### config.mk
export PLATFORM = sky130hd
export DESIGN_NAME = weekly_schedule_positioner
export DESIGN_NICKNAME = d
export VERILOG_FILES = /design/src/wsp_pkg.sv /design/src/weekly_schedule_positioner.sv /design/src/wsp_ram.sv /design/src/wsp_dp.sv /design/src/wsp_ctrl.sv
export SDC_FILE = /design/constraint.sdc
export NUM_CORES = 1
export LEC_CHECK = 0
export ABC_CLOCK_PERIOD_IN_PS = 8200
export BUFFER_PORTS_ARGS = -buffer_cell sky130_fd_sc_hd__buf_2
export CAP_MARGIN = 0
export CORE_MARGIN = 2
export CORE_UTILIZATION = 40
export DETAILED_ROUTE_END_ITERATION = 16
export GPL_TIMING_DRIVEN = 1
export HOLD_SLACK_MARGIN = 0.15
export PLACE_DENSITY_LB_ADDON = 0.2
export SLEW_MARGIN = 20
export SYNTH_ARGS = -nofsm -noshare
export SYNTH_HDL_FRONTEND = slang
export SYNTH_SLANG_ARGS = --single-unit
### constraint.sdc
create_clock -name clk_i -period 8.2 [get_ports clk_i]
set_clock_uncertainty 0.1 [all_clocks]
set_input_delay 0.82 -clock clk_i [delete_from_list [all_inputs] [get_ports clk_i]]
set_output_delay 0.82 -clock clk_i [all_outputs]
set_load 0.005 [all_outputs]
### src/wsp_pkg.sv
// Shared types, command codes and constants of the weekly schedule positioner.
package wsp_pkg;

  localparam logic [13:0] SEG_PER_DAY  = 14'd288;
  localparam logic [13:0] SEG_MAX      = 14'd2015;
  localparam logic [13:0] EMPTY_TIME   = 14'd9999;
  localparam logic [7:0]  FULL_OPEN    = 8'd255;
  localparam logic [15:0] THRESH_RESET = 16'd3500;
  localparam int          TIME_W       = 14;
  localparam int          AMT_W        = 8;
  localparam int          ENTRY_W      = TIME_W + AMT_W;

  typedef enum logic [1:0] {
    CMD_SET  = 2'd0,
    CMD_ADD  = 2'd1,
    CMD_TICK = 2'd2,
    CMD_BATT = 2'd3
  } cmd_e;

  typedef enum logic [1:0] {
    PK_ACK   = 2'd0,
    PK_ERR   = 2'd1,
    PK_BATT  = 2'd2,
    PK_MATCH = 2'd3
  } pend_kind_e;

  typedef struct packed {
    logic [1:0]  command;
    logic [2:0]  weekday;
    logic [2:0]  slot;
    logic [13:0] week_seg;
    logic [7:0]  open_amount;
    logic [15:0] battery_mv;
  } in_t;

  typedef struct packed {
    logic       moved;
    logic       direction;
    logic [8:0] half_steps;
    logic [7:0] position;
    logic       low_batt;
    logic       error;
    logic       last;
  } out_t;

  typedef struct packed {
    logic       capture;
    logic       wr_en;
    logic       ld_pend;
    pend_kind_e pend_kind;
    logic       clr_pend;
    logic       cnt_clr;
    logic       cnt_inc;
    logic       push_out;
    logic       push_last;
  } dp_cmd_t;

  typedef struct packed {
    cmd_e cmd;
    logic err;
    logic batt_low;
    logic latched;
    logic match;
    logic pend_vld;
    logic cnt_last;
    logic out_free;
  } dp_stat_t;

  // Day of the week for a segment that is already known to be at most SEG_MAX.
  function automatic logic [2:0] seg_day(input logic [13:0] seg);
    logic [2:0] d;
    d = 3'd0;
    for (int k = 1; k < 7; k++) begin
      if (seg >= 14'(k * 288)) d = 3'(k);
    end
    return d;
  endfunction

endpackage

### src/weekly_schedule_positioner.sv
// Top level of the weekly schedule positioner: controller, datapath and slot table.
//
// Input channel in_valid_i/in_ready_o carries one command transaction (set slot, add
// slot, time tick, battery sample). Output channel out_valid_o/out_ready_i returns
// one or more result transactions per command; the final one has last set.
// cfg_we_i writes the battery threshold; write it only while idle.
// Set, add and battery commands, and ticks that are out of range or find the low
// battery latched, pass from decode straight to the final state, which registers the
// result and returns to idle to accept the next command. Any other tick reads the
// slot table once per slot of the day on the single table read port, with a read
// state and a compare state per slot, before it reaches the final state.
// Results sit in an output register: a command may be accepted while the previous
// final result still waits. A stalled receiver holds the block in its current step
// until the waiting result is taken; nothing is dropped.
// Reset empties all slots (valid bits), opens the vent to 255, clears the low
// battery latch and sets the threshold to 3500 mV. No clearing pass is needed.
module weekly_schedule_positioner #(
  parameter int DAYS          = 7,
  parameter int SLOTS_PER_DAY = 5
) (
  input  logic           clk_i,
  input  logic           rst_ni,
  input  logic           cfg_we_i,
  input  logic [15:0]    cfg_wdata_i,
  input  logic           in_valid_i,
  output logic           in_ready_o,
  input  wsp_pkg::in_t   in_data_i,
  output logic           out_valid_o,
  input  logic           out_ready_i,
  output wsp_pkg::out_t  out_data_o
);
  import wsp_pkg::*;

  dp_cmd_t  ctrl;
  dp_stat_t stat;

  wsp_ctrl u_ctrl (
    .clk_i     (clk_i),
    .rst_ni    (rst_ni),
    .in_valid_i(in_valid_i),
    .in_ready_o(in_ready_o),
    .ctrl_o    (ctrl),
    .stat_i    (stat)
  );

  wsp_dp #(
    .DAYS         (DAYS),
    .SLOTS_PER_DAY(SLOTS_PER_DAY)
  ) u_dp (
    .clk_i      (clk_i),
    .rst_ni     (rst_ni),
    .cfg_we_i   (cfg_we_i),
    .cfg_wdata_i(cfg_wdata_i),
    .in_data_i  (in_data_i),
    .out_ready_i(out_ready_i),
    .out_valid_o(out_valid_o),
    .out_data_o (out_data_o),
    .ctrl_i     (ctrl),
    .stat_o     (stat)
  );

endmodule

### src/wsp_ram.sv
// Generic single-write, single-read RAM with registered read data.
module wsp_ram #(
  parameter int WIDTH = 8,
  parameter int DEPTH = 16,
  parameter int AW    = (DEPTH > 1) ? $clog2(DEPTH) : 1
) (
  input  logic             clk_i,
  input  logic             we_i,
  input  logic [AW-1:0]    waddr_i,
  input  logic [WIDTH-1:0] wdata_i,
  input  logic [AW-1:0]    raddr_i,
  output logic [WIDTH-1:0] rdata_o
);

  logic [WIDTH-1:0] mem_q [DEPTH];
  logic [WIDTH-1:0] rdata_q;

  always_ff @(posedge clk_i) begin
    if (we_i) begin
      mem_q[waddr_i] <= wdata_i;
    end
    rdata_q <= mem_q[raddr_i];
  end

  assign rdata_o = rdata_q;

endmodule

### src/wsp_dp.sv
// Datapath: item register, slot table, position and battery state, result registers.
module wsp_dp #(
  parameter int DAYS          = 7,
  parameter int SLOTS_PER_DAY = 5
) (
  input  logic              clk_i,
  input  logic              rst_ni,
  input  logic              cfg_we_i,
  input  logic [15:0]       cfg_wdata_i,
  input  wsp_pkg::in_t      in_data_i,
  input  logic              out_ready_i,
  output logic              out_valid_o,
  output wsp_pkg::out_t     out_data_o,
  input  wsp_pkg::dp_cmd_t  ctrl_i,
  output wsp_pkg::dp_stat_t stat_o
);
  import wsp_pkg::*;

  localparam int Depth = DAYS * SLOTS_PER_DAY;
  localparam int AddrW = (Depth > 1) ? $clog2(Depth) : 1;
  localparam int CntW  = (SLOTS_PER_DAY > 1) ? $clog2(SLOTS_PER_DAY) : 1;
  localparam logic [3:0]      DaysV   = 4'(DAYS);
  localparam logic [4:0]      SlotsV  = 5'(SLOTS_PER_DAY);
  localparam logic [7:0]      SlotsB  = 8'(SLOTS_PER_DAY);
  localparam logic [CntW-1:0] CntLast = CntW'(SLOTS_PER_DAY - 1);

  in_t              item_q;
  logic [15:0]      thr_q;
  logic [7:0]       pos_q;
  logic             latch_q;
  logic [Depth-1:0] valid_q;
  logic             rvld_q;
  logic [CntW-1:0]  cnt_q;
  out_t             pend_q;
  logic             pend_vld_q;
  out_t             out_q;
  logic             out_vld_q;

  cmd_e               cmd;
  logic [2:0]         day_of_seg;
  logic               seg_over, day_bad, set_err, add_err, tick_err, err;
  logic [2:0]         wr_day;
  logic [3:0]         wr_slot;
  logic [7:0]         wr_addr_full, rd_addr_full;
  logic [AddrW-1:0]   waddr, raddr;
  logic [ENTRY_W-1:0] rdata;
  logic [TIME_W-1:0]  time_eff;
  logic [AMT_W-1:0]   amt_eff, target;
  logic               match, dir;
  logic [7:0]         diff;
  out_t               pend_next, ack_now, out_next;
  logic               out_free;

  assign cmd        = cmd_e'(item_q.command);
  assign day_of_seg = seg_day(item_q.week_seg);
  assign seg_over   = item_q.week_seg > SEG_MAX;
  assign day_bad    = {1'b0, day_of_seg} >= DaysV;
  assign set_err    = ({1'b0, item_q.weekday} >= DaysV) || ({2'b0, item_q.slot} >= SlotsV);
  assign add_err    = (item_q.slot == 3'd0) || ({2'b0, item_q.slot} > SlotsV) ||
                      seg_over || day_bad;
  assign tick_err   = seg_over || day_bad;

  always_comb begin
    unique case (cmd)
      CMD_SET:  err = set_err;
      CMD_ADD:  err = add_err;
      CMD_TICK: err = tick_err;
      default:  err = 1'b0;
    endcase
  end

  // Set names the day directly; add takes it from the segment and counts slots from one.
  always_comb begin
    if (cmd == CMD_SET) begin
      wr_day  = item_q.weekday;
      wr_slot = {1'b0, item_q.slot};
    end else begin
      wr_day  = day_of_seg;
      wr_slot = {1'b0, item_q.slot} - 4'd1;
    end
  end

  assign wr_addr_full = {5'b0, wr_day} * SlotsB + {4'b0, wr_slot};
  assign rd_addr_full = {5'b0, day_of_seg} * SlotsB + 8'(cnt_q);
  assign waddr        = wr_addr_full[AddrW-1:0];
  assign raddr        = rd_addr_full[AddrW-1:0];

  wsp_ram #(
    .WIDTH(ENTRY_W),
    .DEPTH(Depth)
  ) u_table (
    .clk_i  (clk_i),
    .we_i   (ctrl_i.wr_en),
    .waddr_i(waddr),
    .wdata_i({item_q.week_seg, item_q.open_amount}),
    .raddr_i(raddr),
    .rdata_o(rdata)
  );

  // A slot never written reads as empty.
  assign time_eff = rvld_q ? rdata[ENTRY_W-1:AMT_W] : EMPTY_TIME;
  assign amt_eff  = rvld_q ? rdata[AMT_W-1:0] : '0;
  assign match    = time_eff == item_q.week_seg;

  assign target = (ctrl_i.pend_kind == PK_BATT) ? FULL_OPEN : amt_eff;
  assign dir    = target > pos_q;
  assign diff   = dir ? (target - pos_q) : (pos_q - target);

  always_comb begin
    ack_now          = '0;
    ack_now.position = pos_q;
    ack_now.low_batt = latch_q;
    pend_next        = ack_now;
    case (ctrl_i.pend_kind) inside
      PK_ERR: pend_next.error = 1'b1;
      PK_BATT, PK_MATCH: begin
        pend_next.moved      = 1'b1;
        pend_next.direction  = dir;
        pend_next.half_steps = {diff, 1'b0};
        pend_next.position   = target;
        pend_next.low_batt   = (ctrl_i.pend_kind == PK_BATT) ? 1'b1 : latch_q;
      end
      default: pend_next = ack_now;
    endcase
  end

  always_comb begin
    out_next      = pend_vld_q ? pend_q : ack_now;
    out_next.last = ctrl_i.push_last;
  end

  assign out_free = !out_vld_q || out_ready_i;

  always_ff @(posedge clk_i) begin
    if (ctrl_i.capture) begin
      item_q <= in_data_i;
    end
    if (ctrl_i.ld_pend) begin
      pend_q <= pend_next;
    end
    if (ctrl_i.push_out) begin
      out_q <= out_next;
    end
  end

  always_ff @(posedge clk_i or negedge rst_ni) begin
    if (!rst_ni) begin
      thr_q      <= THRESH_RESET;
      pos_q      <= FULL_OPEN;
      latch_q    <= 1'b0;
      valid_q    <= '0;
      rvld_q     <= 1'b0;
      cnt_q      <= '0;
      pend_vld_q <= 1'b0;
      out_vld_q  <= 1'b0;
    end else begin
      if (cfg_we_i) begin
        thr_q <= cfg_wdata_i;
      end
      if (ctrl_i.ld_pend && ctrl_i.pend_kind == PK_BATT) begin
        latch_q <= 1'b1;
        pos_q   <= FULL_OPEN;
      end else if (ctrl_i.ld_pend && ctrl_i.pend_kind == PK_MATCH) begin
        pos_q <= amt_eff;
      end
      if (ctrl_i.wr_en) begin
        valid_q[waddr] <= 1'b1;
      end
      rvld_q <= valid_q[raddr];
      if (ctrl_i.cnt_clr) begin
        cnt_q <= '0;
      end else if (ctrl_i.cnt_inc) begin
        cnt_q <= cnt_q + 1'b1;
      end
      if (ctrl_i.clr_pend || (ctrl_i.push_out && ctrl_i.push_last)) begin
        pend_vld_q <= 1'b0;
      end else if (ctrl_i.ld_pend) begin
        pend_vld_q <= 1'b1;
      end
      if (ctrl_i.push_out) begin
        out_vld_q <= 1'b1;
      end else if (out_ready_i) begin
        out_vld_q <= 1'b0;
      end
    end
  end

  assign out_valid_o = out_vld_q;
  assign out_data_o  = out_q;

  always_comb begin
    stat_o          = '0;
    stat_o.cmd      = cmd;
    stat_o.err      = err;
    stat_o.batt_low = item_q.battery_mv < thr_q;
    stat_o.latched  = latch_q;
    stat_o.match    = match;
    stat_o.pend_vld = pend_vld_q;
    stat_o.cnt_last = cnt_q == CntLast;
    stat_o.out_free = out_free;
  end

  // A waiting result must never be overwritten.
  assert property (@(posedge clk_i) disable iff (!rst_ni) ctrl_i.push_out |-> out_free)
    else $error("result register overwritten while still waiting");

  // Low battery clears only on reset.
  assert property (@(posedge clk_i) disable iff (!rst_ni) !$fell(latch_q))
    else $error("low battery latch cleared without reset");

  // A move always has an even step count and never carries an error.
  assert property (@(posedge clk_i) disable iff (!rst_ni)
                   out_vld_q && out_q.moved |-> !out_q.half_steps[0] && !out_q.error)
    else $error("malformed move result");

endmodule

### src/wsp_ctrl.sv
// Controller state machine: sequences decode, slot scan and result delivery.
module wsp_ctrl (
  input  logic              clk_i,
  input  logic              rst_ni,
  input  logic              in_valid_i,
  output logic              in_ready_o,
  output wsp_pkg::dp_cmd_t  ctrl_o,
  input  wsp_pkg::dp_stat_t stat_i
);
  import wsp_pkg::*;

  typedef enum logic [4:0] {
    S_IDLE     = 5'b00001,
    S_DECODE   = 5'b00010,
    S_SCAN_RD  = 5'b00100,
    S_SCAN_CMP = 5'b01000,
    S_FINAL    = 5'b10000
  } state_e;

  state_e state_q, state_d;

  always_comb begin
    state_d    = state_q;
    ctrl_o     = '0;
    in_ready_o = 1'b0;
    unique case (state_q)
      S_IDLE: begin
        in_ready_o = 1'b1;
        if (in_valid_i) begin
          ctrl_o.capture = 1'b1;
          state_d        = S_DECODE;
        end
      end
      S_DECODE: begin
        ctrl_o.ld_pend   = 1'b1;
        ctrl_o.pend_kind = PK_ACK;
        state_d          = S_FINAL;
        if (stat_i.err) begin
          ctrl_o.pend_kind = PK_ERR;
        end else begin
          unique case (stat_i.cmd) inside
            CMD_SET, CMD_ADD: ctrl_o.wr_en = 1'b1;
            CMD_BATT: begin
              if (stat_i.batt_low) ctrl_o.pend_kind = PK_BATT;
            end
            CMD_TICK: begin
              if (!stat_i.latched) begin
                ctrl_o.ld_pend  = 1'b0;
                ctrl_o.clr_pend = 1'b1;
                ctrl_o.cnt_clr  = 1'b1;
                state_d         = S_SCAN_RD;
              end
            end
            default: state_d = S_FINAL;
          endcase
        end
      end
      S_SCAN_RD: begin
        state_d = S_SCAN_CMP;
      end
      S_SCAN_CMP: begin
        // A new match first sends the one held back; the held one is not the last.
        if (!(stat_i.match && stat_i.pend_vld && !stat_i.out_free)) begin
          if (stat_i.match) begin
            ctrl_o.push_out  = stat_i.pend_vld;
            ctrl_o.ld_pend   = 1'b1;
            ctrl_o.pend_kind = PK_MATCH;
          end
          if (stat_i.cnt_last) begin
            state_d = S_FINAL;
          end else begin
            ctrl_o.cnt_inc = 1'b1;
            state_d        = S_SCAN_RD;
          end
        end
      end
      S_FINAL: begin
        if (stat_i.out_free) begin
          ctrl_o.push_out  = 1'b1;
          ctrl_o.push_last = 1'b1;
          state_d          = S_IDLE;
        end
      end
      default: state_d = S_IDLE;
    endcase
  end

  always_ff @(posedge clk_i or negedge rst_ni) begin
    if (!rst_ni) begin
      state_q <= S_IDLE;
    end else begin
      state_q <= state_d;
    end
  end

endmodule

==> out/results.txt <==
Synth Instances - 2023
# DRC - 0
Outcome - finished clean
Core area - 0.0949 mm2
Growth of design area from synthesis to finish - 14.4%
Input/output buffers - 89
Slew headroom - 30.5%
Final setup fails - 0
Max incr delay on CP - 1.10 ns
Tightest Pin Transition - 1.04 ns
Hold Crit Start - in_data_i[28]
Pwr per Cell Area - 347 mW/mm2
Setup TNS - 0 ns
FF-to-FF End - u_dp.u_table.mem_q[19][9]$_DFFE_PP_
CTS Root Cell - clkbuf_16
Drt total wl - 92.2 mm
CP Launch Type - register
Vias in the first global route - 20200
Hold Crit Class - primary input to register
CTS max path bufs - 3
Num CTS Buffers - 99
Final Hold Viols - 0
Global-route wire length before repair - 137 mm
Post-synthesis sequential area ratio - 73.0%
Fmax - 147 MHz
Final period util - 82.7%
Crit. Startpoint - u_dp.item_q[36]$_DFFE_PP_
CTS tree - done
Endpoint class of the critical path - register
Top cell by count, worst path - ha_1
Chip height - 313 um
Skew-Pair Late Insertion Delay - 0.67 ns
RSZ-0062 raised after global routing - no
Slowest cell on crit path - nor2_4
Routed len/inst - 26.1 um
PnR worst setup slack - 1.42 ns
Full die area - 0.0982 mm2
Initial antenna violation count - 2
CTS Sinks - 950
Hold endpoint - u_dp.item_q[28]$_DFFE_PP_
Yosys warnings - 0
Top_reg_cell synth - edfxtp_1
H-tree level count - 3
Final Max Slew Viols - 0
Reg2reg setup slack - 1.42 ns
# diodes - 0
Delay-heaviest family, CP - simple AND/OR/NAND/NOR gates
TritonRoute pass-1 iters - 6
Unique masters post-synth - 68
Worst Reg-to-Reg Cells - 14
NumNets Final - 2310
CP Data Required Time - 8.37 ns
Post-synth EDFFs - 857
Largest net degree at the start of global routing - 72
WP buf/inv - 2
CP max FO - 24
Postcts setup bufs - 0
Overflow left after global routing - 0
Hold Path Depth - 1
Layout cells sized above 1 - 28.3%
# IOs - 91
Fin util - 46.2%
Dpl ws - 1.54 ns
Gpl congestion - 0.829
Synth Register Bits - 950
Worst-path clk slew - 0.06 ns
Vias - 19500
Worst ir drop on vdd - 205 uV
Worst reg2reg startpoint - u_dp.item_q[36]$_DFFE_PP_
Synth async-reset ratio - 7.47%
Minimum clock period after layout - 6.78 ns
Die X - 313 um
Vias per Instance - 5.52
Synthesized Nets - 2150
CP cell instances - buf_4 -> or3_1 -> a2111oi_0 -> o21bai_1 -> mux2_2 -> ha_1 -> ha_1 -> inv_1 -> fa_1 -> xnor2_1 -> o22a_1 -> nor4_1 -> nand4_1 -> nor2_4
Cell Area, Synth - 0.0383 mm2
Crit path kind - register to register
Pleak - 14.9 nW
Final HPWL DP - 55.0 mm
Arrival @ worst endpoint - 6.95 ns
Synthesized area per cell - 18.9 um2
Maximum Capacitance Violations - 0
Global-route usage over all layers - 19.0%
Number of DRC markers in iteration 0 - 1636
Std-Cell Rows - 113
Antenna violation net count after detailed routing - 0
Initial Util - 40.4%
[cells by family (layout without fill, tap and decap cells)]
| kind of cell | after synthesis | in the layout | share of synthesized area (%) |
|---|---|---|---|
| multiplexers | 296 | 296 | 14.7 |
| other | 1 | 1 | 0.00979 |
| AND/OR/NAND/NOR | 349 | 349 | 4.70 |
| flip-flops | 950 | 950 | 73.0 |
| XOR/XNOR | 19 | 19 | 0.435 |
| buffers and inverters | 143 | 384 | 1.64 |
| AO/OA/AOI/OAI | 205 | 205 | 3.46 |
| adder cells (fa/ha/maj) | 60 | 60 | 2.06 |
[through the flow]
step	hold WS [ns]	cells	power [mW]	cell area, um2
floorplan	0.327	2023	9.15	38300
global placement	0.339	3346	11.0	40700
detailed placement	0.349	3346	11.0	40700
CTS	0.185	3529	15.4	43800
global route	0.185	3529	15.8	43800
finish	0.225	3529	15.2	43800
[cell type report]
cell class                 count  area, um2
clock buffer                 133       2650
fill                        7945      51100
clock inverter                49        488
tap                         1265       1580
multi-input combinational    930       9930
sequential                   950      28000
inverter                      50        188
timing repair buffer         152        998
[power breakdown]
| group | internal [mW] | switching (mW) | total, mW |
|---|---|---|---|
| combinational | 2.00 | 2.91 | 4.91 |
| clock | 2.49 | 1.86 | 4.36 |
| sequential | 5.75 | 0.176 | 5.93 |
[synth_stat cells, types with 9 or more instances]
cell type  count  share of area (%)
dfstp_2       16                1.1
o21ai_0       42               0.55
dfxtp_1       22                1.2
a21oi_1       51               0.67
nand3_1       21               0.27
nor3_1        13               0.17
mux4_2       207                 12
nand2b_1      14               0.23
dfrtp_1       55                3.6
mux2i_1       41                1.1
nor2_1        95               0.93
mux2_2        48                1.4
xor2_1        12               0.27
ha_1          55                1.8
nor2b_1       29               0.47
o22ai_1       29               0.47
nand2_1       67               0.66
or2_2         34               0.56
buf_2         33               0.43
a211oi_1      24               0.47
a21o_1        11               0.22
inv_1         49               0.48
nand4_1       11               0.18
and2_1        26               0.42
nand3b_1       9               0.18
edfxtp_1     857                 67
clkbuf_1      46               0.45
o21bai_1       9               0.18
[worst reg2reg max path: cells and delay by family, from the launching register on]
family	cells	cell delay [ns]
AND/OR/NAND/NOR	4	2.55
multiplexers	1	0.34
adder cells (fa/ha/maj)	3	1.10
buffers and inverters	2	0.42
flip-flops	1	0.69
AO/OA/AOI/OAI	3	0.99
XOR/XNOR	1	0.18
[timing repair]
action,CTS,global route
gates resized for setup,0,0
hold endpoints to repair,20,0
hold buffers,1,0
[placed cells by master, fill, tap and decap left out, types with 7 or more instances in the layout]
| master | instances |
|---|---|
| nor3_1 | 13 |
| nor2_1 | 63 |
| clkinv_1 | 16 |
| a211oi_1 | 24 |
| mux4_2 | 207 |
| clkinv_2 | 15 |
| nor2_4 | 19 |
| and2_1 | 23 |
| nand2_1 | 67 |
| or2_2 | 34 |
| o22ai_1 | 29 |
| inv_1 | 49 |
| dfrtp_1 | 55 |
| a21oi_1 | 49 |
| o21ai_0 | 42 |
| nor2_2 | 13 |
| o21bai_1 | 9 |
| edfxtp_1 | 857 |
| xnor2_1 | 7 |
| xor2_1 | 11 |
| ha_1 | 53 |
| a22oi_1 | 8 |
| nand2b_1 | 14 |
| dfstp_2 | 16 |
| dfxtp_1 | 22 |
| bufinv_16 | 7 |
| buf_2 | 88 |
| a21o_1 | 11 |
| nand3b_1 | 9 |
| buf_4 | 57 |
| nand3_1 | 21 |
| nand4_1 | 11 |
| mux2i_1 | 41 |
| nor2b_1 | 29 |
| clkbuf_16 | 99 |
| clkbuf_1 | 30 |
| mux2_2 | 48 |
[worst max path at each step]
stage / end / slack, ns / cells after the start
after global placement: u_dp.u_table.mem_q[17][21]$_DFFE_PP_ / 1.73 / 14
final: u_dp.u_table.mem_q[19][9]$_DFFE_PP_ / 1.42 / 14
after detailed placement: u_dp.u_table.mem_q[19][21]$_DFFE_PP_ / 1.54 / 14
after CTS: u_dp.u_table.mem_q[19][0]$_DFFE_PP_ / 1.49 / 14
after global routing: u_dp.u_table.mem_q[19][8]$_DFFE_PP_ / 1.09 / 14
after floorplan: u_dp.u_table.mem_q[5][0]$_DFFE_PP_ / 2.42 / 15
[metal layers]
metal | vias up | part of all wire [%] | global-route usage [%]
met3 | 143 | 4.7 | 2.51
met5 | - | 0 | 0
met4 | 0 | 2.9 | 6.07
met2 | 539 | 47 | 30.2
li1 | 8419 | - | -
met1 | 10400 | 45 | 27.5
[registers in the layout, summed over array words and instances, names as in the netlist]
signal and count:
u_dp.item_q 44, u_dp.cnt_q 3, u_dp.latch_q 1, u_dp.cmd 2, u_dp.u_table.mem_q 770, u_dp.pend_vld_q 1
u_dp.valid_q 35, u_dp.out_valid_o 1, u_dp.rvld_q 1, u_dp.out_data_o 21, u_dp.u_table.rdata_o 22, u_dp.pend_q 20
u_dp.pos_q 8, u_dp.thr_q 16, u_ctrl.state_q 5
(Power assumes the default switching activity.)
